===== config.mk =====
export PLATFORM = sky130hd
export DESIGN_NAME = fstp_div
export DESIGN_NICKNAME = d
export VERILOG_FILES = /design/src/rtl/fstp_pkg.sv /design/src/rtl/fstp_div.sv
export SDC_FILE = /design/constraint.sdc
export NUM_CORES = 1
export LEC_CHECK = 0
export BUFFER_PORTS_ARGS = -buffer_cell sky130_fd_sc_hd__buf_4
export CAP_MARGIN = 20
export CORE_MARGIN = 3
export CORE_UTILIZATION = 59
export DETAILED_ROUTE_END_ITERATION = 12
export PLACE_DENSITY = 0.86
export SETUP_SLACK_MARGIN = 0.15
export SYNTH_ARGS = -nofsm -noshare
export SYNTH_HDL_FRONTEND = slang
export SYNTH_SLANG_ARGS = --single-unit

===== constraint.sdc =====
create_clock -name clock -period 5.4 [get_ports clock]
set_input_delay 1.08 -clock clock [delete_from_list [all_inputs] [get_ports clock]]
set_output_delay 1.08 -clock clock [all_outputs]
set_load 0.05 [all_outputs]

===== src/rtl/fstp_pkg.sv =====
package fstp_pkg;

   localparam int SAMPLE_BITS = 16;
   localparam int FRAC_BITS   = 16;
   localparam int DIV_NUM_W   = 64;
   localparam int DIV_DEN_W   = 32;
   localparam int MUL_W       = 34;
   localparam int CSR_ADDR_W  = 5;

   localparam logic [2:0] REG_SETPOINT = 3'd0;
   localparam logic [2:0] REG_ERR_SPAN = 3'd1;
   localparam logic [2:0] REG_CHG_SPAN = 3'd2;
   localparam logic [2:0] REG_KP_LIM   = 3'd3;
   localparam logic [2:0] REG_KI_LIM   = 3'd4;
   localparam logic [2:0] REG_KD_LIM   = 3'd5;

   localparam logic [15:0] SETPOINT_RST = 16'd3000;
   localparam logic [15:0] ERR_SPAN_RST = 16'd2000;
   localparam logic [15:0] CHG_SPAN_RST = 16'd500;
   localparam logic [23:0] KP_LIM_RST   = 24'd3276800;
   localparam logic [23:0] KI_LIM_RST   = 24'd6554;
   localparam logic [23:0] KD_LIM_RST   = 24'd655;

   typedef enum logic [2:0] {
      ST_IDLE,
      ST_LVL_E,
      ST_LVL_C,
      ST_WGT,
      ST_GMUL,
      ST_GDIV,
      ST_CMUL,
      ST_DONE
   } state_type;

   typedef logic signed [2:0] rule_type;

   localparam rule_type KP_RULES [0:6][0:6] = '{
      '{3, 3, 2, 2, 1, 0, 0},     '{3, 3, 2, 1, 1, 0, -1},
      '{2, 2, 2, 1, 0, -1, -1},   '{2, 2, 1, 0, -1, -2, -2},
      '{1, 1, 0, -1, -1, -2, -2}, '{1, 0, -1, -2, -2, -2, -3},
      '{0, 0, -2, -2, -2, -3, -3}};
   localparam rule_type KI_RULES [0:6][0:6] = '{
      '{-3, -3, -2, -2, -1, 0, 0}, '{-3, -3, -2, -1, -1, 0, 0},
      '{-3, -2, -1, -1, 0, 1, 1},  '{-2, -2, -1, 0, 1, 2, 2},
      '{-2, -1, 0, 1, 1, 2, 3},    '{0, 0, 1, 1, 2, 3, 3},
      '{0, 0, 1, 2, 2, 3, 3}};
   localparam rule_type KD_RULES [0:6][0:6] = '{
      '{1, -1, -3, -3, -3, -2, 1}, '{1, -1, -3, -2, -2, -1, 0},
      '{0, -1, -2, -2, -1, -1, 0}, '{0, -1, -1, -1, -1, -1, 0},
      '{0, 0, 0, 0, 0, 0, 0},      '{3, -1, 1, 1, 1, 1, 3},
      '{3, 2, 2, 2, 1, 1, 3}};

endpackage


===== src/rtl/fstp_div.sv =====
module fstp_div #(
   parameter int NUM_W = fstp_pkg::DIV_NUM_W,
   parameter int DEN_W = fstp_pkg::DIV_DEN_W
) (
   input  logic             clock,
   input  logic             reset,
   input  logic             start,
   input  logic [NUM_W-1:0] num,
   input  logic [DEN_W-1:0] den,
   output logic             done,
   output logic [NUM_W-1:0] quo
);

   localparam int CNT_W = $clog2(NUM_W + 1);

   logic [NUM_W-1:0] quo_ff, quo_in;
   logic [DEN_W-1:0] rem_ff, rem_in, den_ff, den_in;
   logic [CNT_W-1:0] cnt_ff, cnt_in;
   logic             done_ff, done_in;
   logic [DEN_W:0]   trial;
   logic             ge;

   // restoring division, one quotient bit a cycle
   assign trial = {rem_ff, quo_ff[NUM_W-1]};
   assign ge    = trial >= {1'b0, den_ff};

   always_comb begin
      quo_in  = quo_ff;
      rem_in  = rem_ff;
      den_in  = den_ff;
      cnt_in  = cnt_ff;
      done_in = 1'b0;
      if (start) begin
         quo_in = num;
         rem_in = '0;
         den_in = den;
         cnt_in = CNT_W'(NUM_W);
      end else if (cnt_ff != '0) begin
         rem_in  = ge ? DEN_W'(trial - {1'b0, den_ff}) : trial[DEN_W-1:0];
         quo_in  = {quo_ff[NUM_W-2:0], ge};
         cnt_in  = cnt_ff - CNT_W'(1);
         done_in = (cnt_ff == CNT_W'(1));
      end
   end

   always_ff @(posedge clock) begin
      if (reset) begin
         cnt_ff  <= '0;
         done_ff <= 1'b0;
      end else begin
         cnt_ff  <= cnt_in;
         done_ff <= done_in;
      end
      quo_ff <= quo_in;
      rem_ff <= rem_in;
      den_ff <= den_in;
   end

   assign done = done_ff;
   assign quo  = quo_ff;

endmodule


==> impl_metrics.json <==
{
  "die_area_um2": 13900,
  "cp_slowest_stage_delay_ns": 0.55,
  "crit_slowest_cell": "a2111oi_0",
  "reg2reg_setup_slack_ns": 1.95,
  "antenna_left": 0,
  "initial_core_util_pct": 61.0,
  "critPathArrivalTime_ns": 3.75,
  "power_density_nw_per_um2": 603,
  "dpl.hpwl_um": 13100,
  "cp.required_ns": 5.70,
  "yosysUniqueCellTypes": 62,
  "drt_iter0_markers": 416,
  "cts_root_buf": "clkbuf_16",
  "synth_area_per_cell_um2": 10.8,
  "cp_num_buf_inv": 1,
  "grt_pass1_vias": 5994,
  "crit_path_end_kind": "register",
  "postCtsSetupRepairBufs": 0,
  "synthArstFlopShare_pct": 0,
  "regArea_um2": 3680,
  "rows": 40,
  "htreeDepth": 4,
  "rsz0062_at_grt": "false",
  "routed_wl_um": 19600,
  "path_delay_family": "compound AO/OA/AOI/OAI gates",
  "holdCritStartpoint": "rem_ff[15]",
  "antennaDiodeCount": 0,
  "fin_setup_tns_ns": 0,
  "max_freq_ghz": 0.290,
  "r2r_end": "rem_ff[26]",
  "crit_chain": "inv_1, ha_1, fa_1, and2b_1, o2111ai_1, a31oi_1, o21ai_1, o21ai_1, a311oi_2, and4b_1, a2111oi_0, o21ai_1",
  "drt_pre_antenna_iters": 5,
  "holdWs_ns": 0.489,
  "path_class": "register to register",
  "ys_warn_count": 0,
  "hold_path_class": "register to register",
  "synth_cells": 684,
  "vias": 5999,
  "grt_start_max_net_pins": 87,
  "ys_seq_area_share_pct": 49.9,
  "path_clk_slew_ns": 0.06,
  "drcViolationCount": 0,
  "numCtsBuffers": 17,
  "synth_top_area_share_pct": 39.0,
  "crit_start": "quo[63]",
  "critPathMostFrequentCell": "o21ai_1",
  "area_growth_pct": 26.1,
  "cp.depth": 12,
  "clockBufferDepth": 2,
  "final_hold_viol_count": 0,
  "cellLeakagePower_nw": 4.01,
  "antenna_found_initial": 0,
  "port_buffers": 163,
  "ctsHoldBuffers": 0,
  "slew_viol_final": 0,
  "slew_headroom_pct": 30.2,
  "grt_overflow": 0,
  "grt_util_all_layers_pct": 28.1,
  "cts_sinks": 136,
  "die_h_um": 118,
  "gp_congestion": 0.938,
  "clock_latency_ns": 0.43,
  "worstReg2RegStart": "quo[63]",
  "die_x_um": 118,
  "crit_end": "rem_ff[26]",
  "vdd_ir_drop_max_mv": 0.441,
  "yosys-top-cells-area": "edfxtp_1 (39%), dfxtp_1 (11%), mux2_2 (9.9%), ha_1 (5.8%), nor2_1 (2.9%)",
  "tightest_slew_ns": 1.05,
  "synth_ff_type": "edfxtp_1",
  "cts_tree": "built",
  "drv_cap": 0,
  "nets": 968,
  "finClkSkew_ns": 0.0128,
  "critPathMaxFanout": 4,
  "fill_cells": 774,
  "synth-edff-count": 96,
  "core-area_um2": 12100,
  "multi_input_area_um2": 3380,
  "synth_nets": 818,
  "via_per_inst": 5.91,
  "ctsResizeCount": 0,
  "grt_pass1_wl_um": 31300,
  "status": "completed",
  "io_pins": 164,
  "setup_viol": 0,
  "yosysTopAreaCell": "edfxtp_1",
  "syn_area_um2": 7390,
  "min_period_over_period_pct": 63.8,
  "layout_min_cycle_time_ns": 3.45,
  "drive_above_1_share_pct": 32.6,
  "r2r_cells": 12,
  "critPathLaunchType": "register",
  "ys_seq_elements": 136,
  "wire_per_inst_um": 19.3
}
report_power, final:
group | total (mW) | leakage, nW | internal [mW] | switching [mW]
Combinational | 2.69 | 2.41 | 0.935 | 1.76
Clock | 1.22 | 0.291 | 0.745 | 0.472
Sequential | 1.71 | 1.30 | 1.49 | 0.214
Total | 5.62 | 4.01 | 3.17 | 2.44
registers in the layout, summed over array words and instances, names as in the netlist:
register  flops
quo          64
den_ff       32
rem_ff       32
cnt_ff        7
done          1
Yosys cell counts (12+ instances only):
library cell,n
a21oi_1,43
o21ai_0,20
nor2_1,58
ha_1,34
xnor2_1,18
nand2_1,39
nor3_1,22
inv_1,44
dfxtp_1,40
clkbuf_1,23
nand3_1,12
mux2_2,65
edfxtp_1,96
a211oi_1,17
through the flow:
step | std cells | worst slack (ns) | power [mW] | util [%] | area (um2)
CTS | 1015 | 2.07 | 5.60 | 76.9 | 9320
finish | 1015 | 1.95 | 5.62 | 76.9 | 9320
global placement | 983 | 2.14 | 4.26 | 71.8 | 8700
floorplan | 684 | 1.92 | 3.65 | - | 7390
global route | 1015 | 1.82 | 5.90 | 76.9 | 9320
detailed placement | 983 | 2.03 | 4.34 | 71.8 | 8700
cell type report:
type	count	area share (%)
tap	168	2.26
sequential	136	39.5
inverter	44	1.77
clock buffer	19	4.75
multi-input combinational	467	36.3
clock inverter	13	1.83
timing repair buffer	168	13.5
worst register-to-register path, delay by kind of cell (launching register included):
family          cells  cell delay [ns]
compound gates      7             1.77
fa+ha+maj           2             0.60
simple gates        2             0.52
buf+inv             1             0.05
flops               1             0.37
metal layers:
layer / share of wire [%] / wire length, um / global-route usage, %
met3: 7.9 / 1550 / 8.75
met1: 39 / 7750 / 33.3
met4: 1.9 / 380 / 8.79
met5: 0 / 0 / 0
met2: 51 / 9950 / 48.8
layout by cell type (no fill, tap or decap), types with 9 or more instances in the layout:
cell       count
xnor2_1       18
ha_1          34
a21o_1        10
nor3_1        21
dfxtp_1       40
o21ai_0       20
clkbuf_16     17
mux2_2        65
nand4_1       10
nand2b_1      10
nand3_1       12
xor2_1         9
nor2_1        58
nand2_1       38
buf_4        168
a21oi_1       43
inv_1         44
edfxtp_1      96
a211oi_1      17
cells by family after synthesis:
family | Yosys count | share of synthesized area, %
multiplexers | 68 | 10.3
AND/OR/NAND/NOR | 181 | 11.8
XOR/XNOR | 27 | 3.20
AO/OA/AOI/OAI | 156 | 14.3
flip-flops | 136 | 49.9
buffers and inverters | 81 | 4.47
adder cells (fa/ha/maj) | 35 | 6.03
how the worst min path moves through the flow:
stage | endpoint | slack (ns) | cells past startpoint
global route | rem_ff[15] | 0.51 | 2
floorplan | rem_ff[15] | 0.45 | 2
finish | rem_ff[15] | 0.49 | 2
global placement | rem_ff[15] | 0.47 | 2
CTS | rem_ff[15] | 0.49 | 2
detailed placement | rem_ff[1] | 0.48 | 2
(Power assumes the default switching activity.)
